**src/hdl/sbd_pkg.sv**
```systemverilog
// Shared constants, register codes and lookup-table builders for the split-band de-esser.
package sbd_pkg;

   localparam int OP_W       = 33;
   localparam int PROD_W     = 66;
   localparam int TAB_MAX_BITS = 12;
   localparam int TAB_MAX    = 1 << TAB_MAX_BITS;

   localparam int LOG_TABLE_BITS_DEF = 8;
   localparam int EXP_TABLE_BITS_DEF = 8;

   localparam int CSR_IDX_W  = 3;
   localparam int CSR_DATA_W = 24;

   localparam logic [CSR_IDX_W-1:0] REG_LOW_B0    = 3'd0;
   localparam logic [CSR_IDX_W-1:0] REG_HIGH_B0   = 3'd1;
   localparam logic [CSR_IDX_W-1:0] REG_POLE_A1   = 3'd2;
   localparam logic [CSR_IDX_W-1:0] REG_POLE_A2   = 3'd3;
   localparam logic [CSR_IDX_W-1:0] REG_THRESHOLD = 3'd4;
   localparam logic [CSR_IDX_W-1:0] REG_RATIO     = 3'd5;
   localparam logic [CSR_IDX_W-1:0] REG_ATTACK    = 3'd6;
   localparam logic [CSR_IDX_W-1:0] REG_RELEASE   = 3'd7;

   localparam logic signed [23:0] RST_LOW_B0    = 24'sd409500;
   localparam logic signed [23:0] RST_HIGH_B0   = 24'sd2386800;
   localparam logic signed [23:0] RST_POLE_A1   = -24'sd3954500;
   localparam logic signed [23:0] RST_POLE_A2   = 24'sd1398101;
   localparam logic signed [15:0] RST_THRESHOLD = -16'sd5120;
   localparam logic [15:0]        RST_RATIO     = 16'd32768;
   localparam logic [23:0]        RST_ATTACK    = 24'd15000000;
   localparam logic [23:0]        RST_RELEASE   = 24'd16700000;

   localparam logic signed [16:0] DB_FLOOR      = -17'sd51200;
   localparam logic signed [19:0] DB_PER_OCT    = 20'sd394566;
   localparam logic signed [15:0] OCT_PER_UNIT  = 16'sd21771;
   localparam logic signed [16:0] REDUCE_LIMIT  = -17'sd128;

   typedef logic [15:0] log_tab_type [TAB_MAX];
   typedef logic [30:0] exp_tab_type [TAB_MAX];

   function automatic logic [63:0] isqrt64(input logic [63:0] v_in);
      logic [63:0] v;
      logic [63:0] res;
      logic [63:0] bt;
      int j;
      v = v_in;
      res = 64'd0;
      bt = 64'd1 << 62;
      for (j = 0; j < 32; j++) begin
         if (bt > v) bt = bt >> 2;
      end
      for (j = 0; j < 32; j++) begin
         if (bt != 64'd0) begin
            if (v >= res + bt) begin
               v = v - (res + bt);
               res = (res >> 1) + bt;
            end else begin
               res = res >> 1;
            end
            bt = bt >> 2;
         end
      end
      return res;
   endfunction

   // log2(1 + i/2^bits) in Q16 by repeated squaring
   function automatic log_tab_type build_log_tab(input int bits);
      log_tab_type tab;
      logic [63:0] m;
      logic [15:0] r;
      int i;
      int k;
      for (i = 0; i < TAB_MAX; i++) begin
         tab[i] = 16'd0;
         if (i < (1 << bits)) begin
            m = (64'(1 << bits) + 64'(i)) << (30 - bits);
            r = 16'd0;
            for (k = 0; k < 16; k++) begin
               m = (m * m) >> 30;
               if (m >= (64'd2 << 30)) begin
                  m = m >> 1;
                  r[15-k] = 1'b1;
               end
            end
            tab[i] = r;
         end
      end
      return tab;
   endfunction

   // 2^(i/2^bits) in Q30 as a product of nested square roots of two
   function automatic exp_tab_type build_exp_tab(input int bits);
      exp_tab_type tab;
      logic [63:0] roots [TAB_MAX_BITS+1];
      logic [63:0] m;
      int i;
      int k;
      for (k = 0; k <= TAB_MAX_BITS; k++) roots[k] = 64'd0;
      roots[0] = 64'd2 << 30;
      for (k = 1; k <= bits; k++) roots[k] = isqrt64(roots[k-1] << 30);
      for (i = 0; i < TAB_MAX; i++) begin
         tab[i] = 31'd0;
         if (i < (1 << bits)) begin
            m = 64'd1 << 30;
            for (k = 1; k <= bits; k++) begin
               if (((i >> (bits - k)) & 1) != 0) m = (m * roots[k]) >> 30;
            end
            tab[i] = m[30:0];
         end
      end
      return tab;
   endfunction

endpackage

```
**src/hdl/sbd_mac.sv**
```systemverilog
// Shared signed multiplier with a registered product.
module sbd_mac (
   input  logic                                  clock,
   input  logic                                  load,
   input  logic signed [sbd_pkg::OP_W-1:0]       op_a,
   input  logic signed [sbd_pkg::OP_W-1:0]       op_b,
   output logic signed [sbd_pkg::PROD_W-1:0]     prod
);

   logic signed [sbd_pkg::PROD_W-1:0] prod_ff;
   logic signed [sbd_pkg::PROD_W-1:0] prod_in;

   always_comb begin
      prod_in = prod_ff;
      if (load) prod_in = sbd_pkg::PROD_W'(op_a) * sbd_pkg::PROD_W'(op_b);
   end

   always_ff @(posedge clock) begin
      prod_ff <= prod_in;
   end

   assign prod = prod_ff;

endmodule

```
**config.mk**
```make
export PLATFORM = sky130hd
export DESIGN_NAME = sbd_mac
export DESIGN_NICKNAME = d
export VERILOG_FILES = /design/src/hdl/sbd_pkg.sv /design/src/hdl/sbd_mac.sv
export SDC_FILE = /design/constraint.sdc
export NUM_CORES = 2
export LEC_CHECK = 0
export BUFFER_PORTS_ARGS = -buffer_cell sky130_fd_sc_hd__buf_2
export CAP_MARGIN = 20
export CORE_UTILIZATION = 25
export DETAILED_ROUTE_END_ITERATION = 16
export HOLD_SLACK_MARGIN = 0.02
export PLACE_DENSITY = 0.43
export SLEW_MARGIN = 20
export SYNTH_ARGS = -nofsm -noshare
export SYNTH_HDL_FRONTEND = slang
export SYNTH_SLANG_ARGS = --single-unit
```
**constraint.sdc**
```tcl
create_clock -name clock -period 9.6 [get_ports clock]
set_input_delay 0.96 -clock clock [delete_from_list [all_inputs] [get_ports clock]]
set_output_delay 0.96 -clock clock [all_outputs]
set_load 0.01 [all_outputs]
```
==> summary.md <==
| Metric | Value |
|---|---|
| Sequential share of the synthesized area | 4.79% |
| Postcts setup bufs | 0 |
| Least-Margin Pin Slew | 1050 ps |
| Die X | 409 um |
| Wire per inst | 20.1 um |
| Initial DRC count | 1,353 |
| DR pass1 iterations | 5 |
| Max Clock Freq | 112 MHz |
| First-pass GRT wire length | 200 mm |
| Final HPWL DP | 110 mm |
| Port-buffer cells | 133 |
| Cells after DPL | 6,506 |
| Design area | 44,900 sq um |
| Slew Limit Fails | 0 |
| RSZ-0062 raised after global routing | no |
| # nets final | 5,772 |
| Leading cell types in the layout, fill and taps excluded | fa_1 (1,145), inv_1 (1,131), and2_1 (562) |
| Number of enable flip-flop cells after synthesis | 66 |
| Simple-gate share of the synthesized area | 15.5% |
| Commonest non-fill, non-tap cell in the layout | fa_1 |
| Core Area | 164,000 sq um |
| Hold Crit Class | input pin to flop |
| Largest family of logic cells by synthesized area | adder cells |
| Number of vias per cell | 4.36 |
| CP Capture Type | flop |
| Die Y | 409 um |
| Mapped Nets | 5,768 |
| GRT Overall Usage | 16.0% |
| Post-CTS Hold Fix Bufs | 0 |
| Post-Synth XOR/XNOR Area | 1.44% |
| Post-route antenna net violation count | 0 |
| Critical path peak fanout | 34 |
| Max reg flops | 66 |
| Max Cap Viol | 0 |
| Worst EP required | 9780 ps |
| Sink Count | 66 |
| Startpoint Class | input pin |
| Crit path kind | input pin to flop |
| CP endpoint | prod[64] |
| Relative slew slack | 29.9% |
| CTS root buffer | clkbuf_16 |
| Overflow after GRT | 0 |
| Total Wirelength | 131 mm |
| Die ar. | 167,000 sq um |
| Compound-Gate Fraction of Synth Area | 4.00% |
| Clk buf depth | 2 |
| GP Congestion | 0.818 |
| Post-synthesis register bit count | 66 |
| Post-Synth Adder-Cell Area | 61.9% |
| Finished Layout Cells | 6,526 |
| CTS resizes | 0 |
| Synth Cell Area | 41,400 sq um |
| Layout area overhead | 8.44% |
| I/O pins | 134 |
| Cts bufs inserted | 9 |
| WHS | 967 ps |
| Post-Place Cell Area | 44,600 sq um |
| Post-synth top flop | edfxtp_1 |
| Vias | 28,444 |
| CP startpoint | op_b[10] |
| Fillers | 17,621 |
| Fin. Hold Viols | 0 |
| Clock slew at reported path FFs | 60 ps |
| Status | finished, final reports clean |
| Post-route clock period utilization | 93.0% |
| Min Clock Period, post-route | 8930 ps |
| Layout cell share with drive strength beyond 1 | 6.12% |
| Row cnt | 148 |
| CTS tree | yes |
| Unique masters post-synth | 80 |
| H-Tree Depth | 3 |
| Drt drc | 0 |
| Synth Instances | 4,338 |
| YS warnings | 0 |
| Vias in the first global route | 31,649 |
| Mux cell area share after synthesis | 0% |
| TNS Setup | 0 ps |
| Setup violations, final | 0 |
| Initial antenna violation count | 15 |
| Initial Util | 25.3% |
| Async set or reset register ratio after synthesis | 0% |
| Critical Path AT | 9110 ps |
| Mean post-synth cell area | 9.54 sq um |
| Pin count of the biggest net entering global routing | 57 |
-- kinds of logic after synthesis --
logic type / Yosys count
buffers and inverters: 1352
xor gates and xnor gates: 68
adders and majority gates: 1362
DFF: 66
and+or+nand+nor: 1271
AOI/OAI and AO/OA: 219
-- cell usage after synthesis (3+ instances only) --
library cell	number	area, sq um
o31ai_4	3	63.8
o21ai_0	25	125
clkbuf_1	208	781
a211o_1	6	52.6
nand4_1	11	68.8
ha_1	217	2720
o21ai_1	6	30.0
a21oi_1	57	285
a211oi_2	3	37.5
buf_2	11	55.1
nor3_1	7	35.0
and3_1	5	31.3
o21bai_1	11	82.6
nand2b_1	12	75.1
a211oi_1	7	52.6
and2_1	562	3520
nor2_1	68	255
a21o_1	36	270
o211ai_1	4	30.0
xnor2_1	43	377
nor2b_1	5	31.3
or2_2	3	18.8
edfxtp_1	66	1980
nand2_1	551	2070
fa_1	1145	22900
or3_1	3	18.8
inv_1	1131	4250
a21oi_2	3	26.3
a31oi_1	8	50.1
and4_1	5	43.8
nand3_1	25	125
o21a_1	6	45.0
xor2_1	25	219
-- critical path, cell delays in order --
cell and delay (ps):
buf_2 730, nand2_1 210, fa_1 740, fa_1 530
fa_1 550, inv_1 50, fa_1 480, fa_1 650
fa_1 450, fa_1 500, inv_1 50, fa_1 470
inv_1 40, ha_1 400, nand3_1 230, nor2_1 310
nand2_1 150, nor3_1 700, o311ai_4 330, nand3_2 210
a211oi_1 90, a311oi_1 250
-- final cells by class --
type,count,area [sq um],share of cell area [%]
diodes,4,10.0,0.0223
inverters,1131,4250,9.46
flip-flops and latches,66,1980,4.42
well taps,2175,2720,6.06
clock buffers,10,229,0.510
repair buffers,214,1330,2.95
clock inverters,6,57.6,0.128
multi-input cells,2920,34300,76.4
-- worst min path at each step --
stage               endpoint  cells after the start  startpoint  slack [ps]
CTS                 prod[59]                      1        load         950
floorplan            prod[0]                      0        load        1070
detailed placement  prod[59]                      1        load        1340
global route        prod[59]                      1        load         950
global placement    prod[58]                      1        load        1350
finish              prod[59]                      1        load         970
-- layer usage --
metal	up-vias	GRT usage [%]	part of all wire [%]	wire [um]
met1	15372	19.4	39	51700
met5	-	0	0.035	46
met4	8	2.60	1.8	2370
met3	111	1.88	3.8	4960
li1	12397	-	-	-
met2	556	30.5	55	71900
-- per-stage QoR --
step	util (%)	setup WS, ps
after floorplan	-	1270
after global placement	27.3	305
after detailed placement	27.3	344
after CTS	27.4	731
after global routing	27.4	253
final	27.5	670
Power is left out: the tool's default activity adds up to more than one toggle a clock period on the data nets, which glitch-free logic cannot reach.
